$ cat config.mk
export PLATFORM = sky130hd
export DESIGN_NAME = two_button_press_classifier
export DESIGN_NICKNAME = d
export VERILOG_FILES = /design/src/sv/tbpc_pkg.sv /design/src/sv/two_button_press_classifier.sv /design/src/sv/tbpc_classify.sv
export SDC_FILE = /design/constraint.sdc
export NUM_CORES = 1
export LEC_CHECK = 0
export BUFFER_PORTS_ARGS = -buffer_cell sky130_fd_sc_hd__buf_4
export CORE_ASPECT_RATIO = 0.75
export CORE_MARGIN = 8
export CORE_UTILIZATION = 56
export DETAILED_ROUTE_END_ITERATION = 8
export MAX_ROUTING_LAYER = met4
export PLACE_DENSITY_LB_ADDON = 0.3
export SKIP_LAST_GASP = 1
export SYNTH_ARGS = -nofsm -noshare
export SYNTH_HDL_FRONTEND = slang
export SYNTH_SLANG_ARGS = --single-unit
$ cat constraint.sdc
create_clock -name clk -period 5.5 [get_ports clk]
set_clock_uncertainty 0.2 [all_clocks]
set_input_delay 0.275 -clock clk [delete_from_list [all_inputs] [get_ports clk]]
set_output_delay 0.275 -clock clk [all_outputs]
set_load 0.05 [all_outputs]
$ cat src/sv/tbpc_pkg.sv
// Shared types and constants for the two-button press classifier.
// Used by tbpc_classify and two_button_press_classifier; no dependencies.
package tbpc_pkg;

	localparam int TIME_BITS = 32;
	localparam int CFG_BITS  = 16;

	localparam logic [CFG_BITS-1:0] LONG_HOLD_RESET = 16'd1000;
	localparam logic [CFG_BITS-1:0] DEBOUNCE_RESET  = 16'd50;

	// Configuration register indexes
	typedef enum logic {
		REG_LONG_HOLD = 1'b0,
		REG_DEBOUNCE  = 1'b1
	} cfg_reg_t;

	// Result codes
	typedef enum logic [2:0] {
		EV_NONE       = 3'd0,
		EV_SHORT_UP   = 3'd1,
		EV_LONG_UP    = 3'd2,
		EV_SHORT_DOWN = 3'd3,
		EV_LONG_DOWN  = 3'd4,
		EV_BOTH       = 3'd5
	} press_event_t;

	typedef struct packed {
		logic                 up;
		logic                 down;
		logic [TIME_BITS-1:0] now;
	} sample_t;

	typedef struct packed {
		logic                 up_was;
		logic                 down_was;
		logic                 both_latched;
		logic [TIME_BITS-1:0] up_start;
		logic [TIME_BITS-1:0] down_start;
	} btn_state_t;

endpackage

$ cat src/sv/two_button_press_classifier.sv
// Top level of the two-button press classifier: input register, button
// state, configuration registers and result register. Depends on tbpc_pkg, tbpc_classify.
//
//  channel | direction | handshake             | payload
//  --------+-----------+-----------------------+-----------------------------------
//  in      | request in| in_valid / in_stall   | up_pressed, down_pressed, now_ms
//  out     | result out| out_valid / out_stall | press_event
//  cfg     | write only| cfg_write             | cfg_index, cfg_data
//
// One request per clock while out_stall is low; out_valid rises once an accepted request
// has passed the input register and then the result register.
// The classify step between the registers also updates the button state.
// out_stall holds the result register; the input register then holds too,
// and in_stall rises only while it is full and cannot move on.
// arst_n clears valids and button state and restores register defaults.
module two_button_press_classifier (
	input  logic                               clk,
	input  logic                               arst_n,
	// request channel
	input  logic                               in_valid,
	output logic                               in_stall,
	input  logic                               up_pressed,
	input  logic                               down_pressed,
	input  logic [tbpc_pkg::TIME_BITS-1:0]     now_ms,
	// result channel
	output logic                               out_valid,
	input  logic                               out_stall,
	output logic [2:0]                         press_event,
	// configuration
	input  logic                               cfg_write,
	input  logic                               cfg_index,
	input  logic [tbpc_pkg::CFG_BITS-1:0]      cfg_data
);

	tbpc_pkg::sample_t      sample_s1;
	logic                   valid_s1;
	tbpc_pkg::btn_state_t   state_q, state_nxt;
	tbpc_pkg::press_event_t event_nxt, event_s2;
	logic                   valid_s2;
	logic [tbpc_pkg::CFG_BITS-1:0] long_hold_q, debounce_q;
	logic                   advance, in_take;

	// stage 1 moves on when the result register is free or being emptied
	assign advance  = valid_s1 && !(valid_s2 && out_stall);
	assign in_stall = valid_s1 && !advance;
	assign in_take  = in_valid && !in_stall;

	// configuration registers
	always_ff @(posedge clk or negedge arst_n) begin
		if (!arst_n) begin
			long_hold_q <= tbpc_pkg::LONG_HOLD_RESET;
			debounce_q  <= tbpc_pkg::DEBOUNCE_RESET;
		end else if (cfg_write) begin
			case (tbpc_pkg::cfg_reg_t'(cfg_index))
				tbpc_pkg::REG_LONG_HOLD: long_hold_q <= cfg_data;
				tbpc_pkg::REG_DEBOUNCE:  debounce_q  <= cfg_data;
				default: ;
			endcase
		end
	end

	// input register: valid bit
	always_ff @(posedge clk or negedge arst_n) begin
		if (!arst_n) begin
			valid_s1 <= 1'b0;
		end else begin
			valid_s1 <= in_take || (valid_s1 && !advance);
		end
	end

	// input register: payload
	always_ff @(posedge clk) begin
		if (in_take) begin
			sample_s1.up   <= up_pressed;
			sample_s1.down <= down_pressed;
			sample_s1.now  <= now_ms;
		end
	end

	tbpc_classify u_classify (
		.sample     (sample_s1),
		.cur        (state_q),
		.long_hold  (long_hold_q),
		.debounce   (debounce_q),
		.nxt        (state_nxt),
		.event_code (event_nxt)
	);

	// button state advances once per request, in order
	always_ff @(posedge clk or negedge arst_n) begin
		if (!arst_n) begin
			state_q <= '0;
		end else if (advance) begin
			state_q <= state_nxt;
		end
	end

	// result register
	always_ff @(posedge clk or negedge arst_n) begin
		if (!arst_n) begin
			valid_s2 <= 1'b0;
		end else if (advance) begin
			valid_s2 <= 1'b1;
		end else if (!out_stall) begin
			valid_s2 <= 1'b0;
		end
	end

	always_ff @(posedge clk) begin
		if (advance) begin
			event_s2 <= event_nxt;
		end
	end

	assign out_valid   = valid_s2;
	assign press_event = event_s2;

endmodule

$ cat src/sv/tbpc_classify.sv
// Combinational edge detect, hold-time measure and event pick for one sample.
// Depends on tbpc_pkg.
module tbpc_classify (
	input  tbpc_pkg::sample_t              sample,
	input  tbpc_pkg::btn_state_t           cur,
	input  logic [tbpc_pkg::CFG_BITS-1:0]  long_hold,
	input  logic [tbpc_pkg::CFG_BITS-1:0]  debounce,
	output tbpc_pkg::btn_state_t           nxt,
	output tbpc_pkg::press_event_t         event_code
);

	logic [tbpc_pkg::TIME_BITS-1:0] up_start, down_start;
	logic [tbpc_pkg::TIME_BITS-1:0] up_hold, down_hold;
	logic [tbpc_pkg::TIME_BITS-1:0] long_ext, deb_ext;
	logic both_fire, latched, up_rel, down_rel;

	always_comb begin
		// rising edge captures the press time
		up_start   = (sample.up && !cur.up_was) ? sample.now : cur.up_start;
		down_start = (sample.down && !cur.down_was) ? sample.now : cur.down_start;

		up_hold   = sample.now - up_start;    // wraps modulo 2^TIME_BITS
		down_hold = sample.now - down_start;
		long_ext  = {{(tbpc_pkg::TIME_BITS-tbpc_pkg::CFG_BITS){1'b0}}, long_hold};
		deb_ext   = {{(tbpc_pkg::TIME_BITS-tbpc_pkg::CFG_BITS){1'b0}}, debounce};

		both_fire = cur.up_was && cur.down_was && (!sample.up || !sample.down);
		latched   = cur.both_latched || both_fire;
		up_rel    = !sample.up && cur.up_was && !sample.down && !latched;
		down_rel  = !sample.down && cur.down_was && !sample.up && !latched;

		event_code = tbpc_pkg::EV_NONE;
		if (both_fire) begin
			event_code = tbpc_pkg::EV_BOTH;
		end
		if (up_rel && (up_hold > deb_ext)) begin
			event_code = (up_hold < long_ext) ? tbpc_pkg::EV_SHORT_UP : tbpc_pkg::EV_LONG_UP;
		end
		if (down_rel && (down_hold > deb_ext)) begin
			event_code = (down_hold < long_ext) ? tbpc_pkg::EV_SHORT_DOWN
							    : tbpc_pkg::EV_LONG_DOWN;
		end

		nxt.up_was       = sample.up;
		nxt.down_was     = sample.down;
		nxt.both_latched = latched && (sample.up || sample.down);
		nxt.up_start     = up_start;
		nxt.down_start   = down_start;
	end

endmodule
==> results.md <==
- The period utilization is 94.4%.
- The number of antenna diodes in the final layout is 0.
- The fraction of the mapped netlist area in adder cells is 13.2%.
- The required time reported for the critical path endpoint is 5.48 ns.
- The endpoint class of the critical path is a flop.
- The synthesis warning total is 0.
- The number of nets in the synthesized netlist is 1,421.
- The number of clock sinks is 138.
- The flow ran to the end, and the final reports show no timing, DRC or antenna violations.
- The number of nets in the finished design is 1,518.
- The I/O pin count is 61.
- In this run the clock root is driven by a clkbuf_16.
- The global-route track usage on met1 is 38.7%.
- In the synthesized netlist the async set-or-reset flop fraction comes to 73.2%.
- Synthesis inferred 138 register bits.
- The startpoint type of the worst setup path is a flop.
- The total power divided by cell area is 472 mW/mm2.
- In this run the remaining antenna-violating nets after routing total 0.
- The total wire length after detailed routing is 32,800 um.
- For this run, the register share of the synthesized area comes to 31.9%.
- The instance count along the most critical hold path is 4.
- Entering global routing, the biggest net connects 62 pins.
- STA puts the critical path data arrival time at 5.18 ns.
- The worst path meets setup with 0.306 ns of slack.
- The reg-to-reg startpoint is state_q[66].
- The HPWL after detailed placement is 24,600 um.
- The number of global-route vias before repair is 9,734.
- Prior to clock tree synthesis, the placed netlist has a worst setup slack of 0.336 ns.
- The mean number of vias per cell is 6.34.
- The number of enable-type register cells in the synthesized netlist is 37.
- The simple-gate share of the synthesized area is 14.5%.
- After synthesis, the largest family of logic cells by area is compound AO/OA/AOI/OAI gates.
- In the final layout, the share of cells above drive strength 1 is 16.0%.
- The global placer's final weighted congestion is 0.967.
- The actual transition at the worst max-transition pin is 1.14 ns.
- The maximum clock frequency is 0.193 GHz.
- Of all nets on the critical path, the largest fanout is 7.
- For the final routed database, the setup TNS stands at 0 ns.
- The floorplan die width is 181 um.
- The total of buffers placed on input and output ports is 60.
- After global routing, the most crowded layer is met1.
- The routed design could run at a clock period as short as 5.19 ns.
- The number of cells on the worst reg-to-reg path is 24.
- The CTS tree is built.
- The die is 140 um tall.
- The top cell types in the final layout, fill and taps aside, are ha_1 (112), a21oi_1 (108), nand2_1 (101), dfrtp_1 (92), o21ai_0 (90).
- The clock network is responsible for 19.3% of the overall power.
- The met3 track demand over resource is 4.03%.
- No sink is reached through more buffers than the 2 on the longest clock path.
- The routed layout has 10,300 vias.
- In this run, CTS created clock tree buffers numbering 17.
- The switching share of total power is 43.9%.
- VDD sags by at most 0.000226 V.
- The synthesized netlist devotes 21.7% of its cell area to compound gates.
- For this run, design rule violations remaining after detail routing come to 0.
- Across the run, the number of max-cap violations was 0.
- The remaining max-slew budget at the tightest pin is 23.7%.
- Averaged over all synthesized cells, the footprint is 9.13 um2.
- Leaving out fill and tap cells, the most frequent cell in the layout is ha_1.
- The multiplexer area fraction after synthesis is 11.0%.
- The part of the total power dissipated in sequential elements is 23.6%.
- The number of filler instances in the final layout is 1,601.
- Setup repair after global routing left no endpoint under its margin.
- Clock latency on the worst-skew pair, taken at its later pin, is 0.43 ns.
- The clock-pin slew on the worst setup and hold paths is 0.07 ns.
- The number of failing setup endpoints in the final timing report is 0.
- The total grt overflow is 0.
- For this configuration, the core starts out at a cell density of 56.9%.
- The switching power is 2.75 mW.
- The first-iteration detailed-routing DRC count is 1,088.
- The all-layer global routing usage is 26.6%.
- Across all register-to-register paths, the minimum setup slack is 0.31 ns.
- For this run, the leading register cell type out of synthesis is dfrtp_1.
- The synthesized-area fraction occupied by xor and xnor cells is 3.51%.
- From synthesis to final layout, the design area changed by 16.2%.
- After floorplanning, the core was divided into 45 placement rows.
- The die covers 0.0253 mm2.
- The netlist uses 89 different library cells.
- In this run the number of H-tree levels came out at 4.
- The number of endpoints with negative hold slack in the final report is 0.
- The summed instance area of the synthesized netlist is 0.0114 mm2.
- In the final routed layout, each cell accounts on average for 20.2 um.
- The number of antenna violations at the first check in global routing is 0.
- The first-pass iteration count of the detailed router is 5.
- The final number of max-transition violations is 0.
- The met2 demand-to-capacity share in global routing is 38.5%.
- The critical path class is reg2reg.
- The internal power of the cells is 3.52 mW.
- In this run the critical register-to-register path is captured at press_event[0].
- In this run the worst hold path is classified as in2reg.
- Synthesis handed over a netlist of 1,252 instances.
- The worst min-delay path startpoint is cfg_index.
- The end of the worst hold path is long_hold_q[5].
- Summed over all cells, the static leakage comes to 5.76 nW.
- The wire length of the first global-routing pass is 53,100 um.
- After floorplanning, the core was sized to cover 0.0201 mm2.
- The part of the total power dissipated in combinational logic is 57.1%.
==> metrics by stage <==
step                total power, mW  cell area (um2)  util (%)  instances  hold WS (ns)
floorplan                      4.01            11400         -       1252        -0.221
global placement               4.84            12100      60.3       1534        0.0986
detailed placement             4.92            12100      60.3       1534         0.104
CTS                            6.19            13300      66.0       1620         0.104
global route                   6.71            13300      66.1       1620         0.156
finish                         6.27            13300      66.1       1620         0.124
==> synth_stat cells (7+ instances only) <==
cell type / count / area share (%)
mux2_2: 69 / 6.8
a31oi_1: 12 / 0.66
xor2_1: 16 / 1.2
o22ai_1: 7 / 0.38
nand4_1: 31 / 1.7
mux2i_1: 48 / 4.2
maj3_1: 9 / 0.79
ha_1: 112 / 12
nand2b_1: 22 / 1.2
nor2_1: 65 / 2.1
dfstp_2: 9 / 2.1
o21a_1: 14 / 0.92
edfxtp_1: 37 / 9.7
o211ai_1: 8 / 0.53
nor3_1: 21 / 0.92
o21ai_0: 91 / 4.0
inv_1: 62 / 2.0
nand2_1: 101 / 3.3
nand3_1: 24 / 1.1
nor2b_1: 24 / 1.3
a211oi_1: 10 / 0.66
a21boi_0: 7 / 0.46
a21oi_1: 109 / 4.8
xnor2_1: 28 / 2.1
a21o_1: 38 / 2.5
buf_2: 10 / 0.44
clkbuf_1: 37 / 1.2
o21ai_1: 8 / 0.35
dfrtp_1: 92 / 20
==> sequential cells by signal, summed over array words and instances, names as in the netlist <==
name / count
out_valid: 1
sample_s1: 34
press_event: 3
long_hold_q: 16
valid_s1: 1
debounce_q: 16
state_q: 67
==> worst max-delay path, cell delays in order (launching register included) <==
cell	delay, ns
dfrtp_1	0.42
nand2b_2	0.23
nand2_1	0.08
o21ai_0	0.08
ha_1	0.27
nor2b_1	0.16
a221oi_1	0.31
buf_4	0.20
o21ai_0	0.14
o21ai_0	0.39
o21a_1	0.21
nor2b_1	0.05
o32ai_1	0.34
ha_1	0.33
a21o_1	0.18
a21o_1	0.16
a21oi_1	0.13
nor2_1	0.06
nor3_1	0.18
buf_4	0.16
o21ai_0	0.07
o211ai_1	0.16
nand2b_1	0.15
nor4_1	0.05
o31a_1	0.24
==> kinds of logic (layout without fill, tap and decap cells) <==
logic type                 after synthesis  after routing
and+or+nand+nor                        334            334
xor gates and xnor gates                45             45
muxes                                  117            117
DFF                                    138            138
buffers and inverters                  116            226
adders and majority gates              122            122
AOI/OAI and AO/OA                      380            380
==> worst max-delay path by stage <==
stage | slack (ns) | cells past startpoint | endpoint | start
finish | 0.31 | 24 | press_event[0] | state_q[66]
global route | 0.02 | 20 | press_event[0] | sample_s1[32]
CTS | 0.23 | 17 | press_event[0] | state_q[65]
detailed placement | 0.34 | 17 | press_event[0] | state_q[65]
global placement | 0.43 | 17 | press_event[0] | state_q[65]
floorplan | 0.13 | 19 | press_event[0] | state_q[65]
==> cell type report <==
cell class | count | area (um2) | share of cell area (%)
clock buffers | 19 | 443 | 3.33
clock inverters | 13 | 165 | 1.24
inverters | 62 | 233 | 1.75
multi-input cells | 998 | 7330 | 55.2
flip-flops and latches | 138 | 3650 | 27.5
well taps | 258 | 323 | 2.43
repair buffers | 132 | 1140 | 8.57
==> power by group through the flow <==
stage | registers, mW | clock network (mW) | logic (mW)
2_1_floorplan | 1.43 | 0 | 2.58
3_3_place_gp | 1.47 | 0 | 3.37
3_5_place_dp | 1.49 | 0 | 3.43
4_1_cts | 1.47 | 1.22 | 3.49
5_1_grt | 1.51 | 1.26 | 3.94
6_report | 1.48 | 1.21 | 3.58
==> what timing repair did <==
action	CTS	global route
hold buffers	54	0
hold endpoints to repair	105	0
gates resized for setup	0	3
endpoints found under the setup margin	0	2
setup buffers	0	0
==> per-layer routing <==
| layer | part of all wire, % | up-vias |
|---|---|---|
| li1 | - | 4856 |
| met1 | 49 | 4947 |
| met2 | 42 | 428 |
| met3 | 8.0 | 44 |
| met4 | 1.3 | 0 |
| met5 | 0 | - |
(Power assumes the default switching activity.)
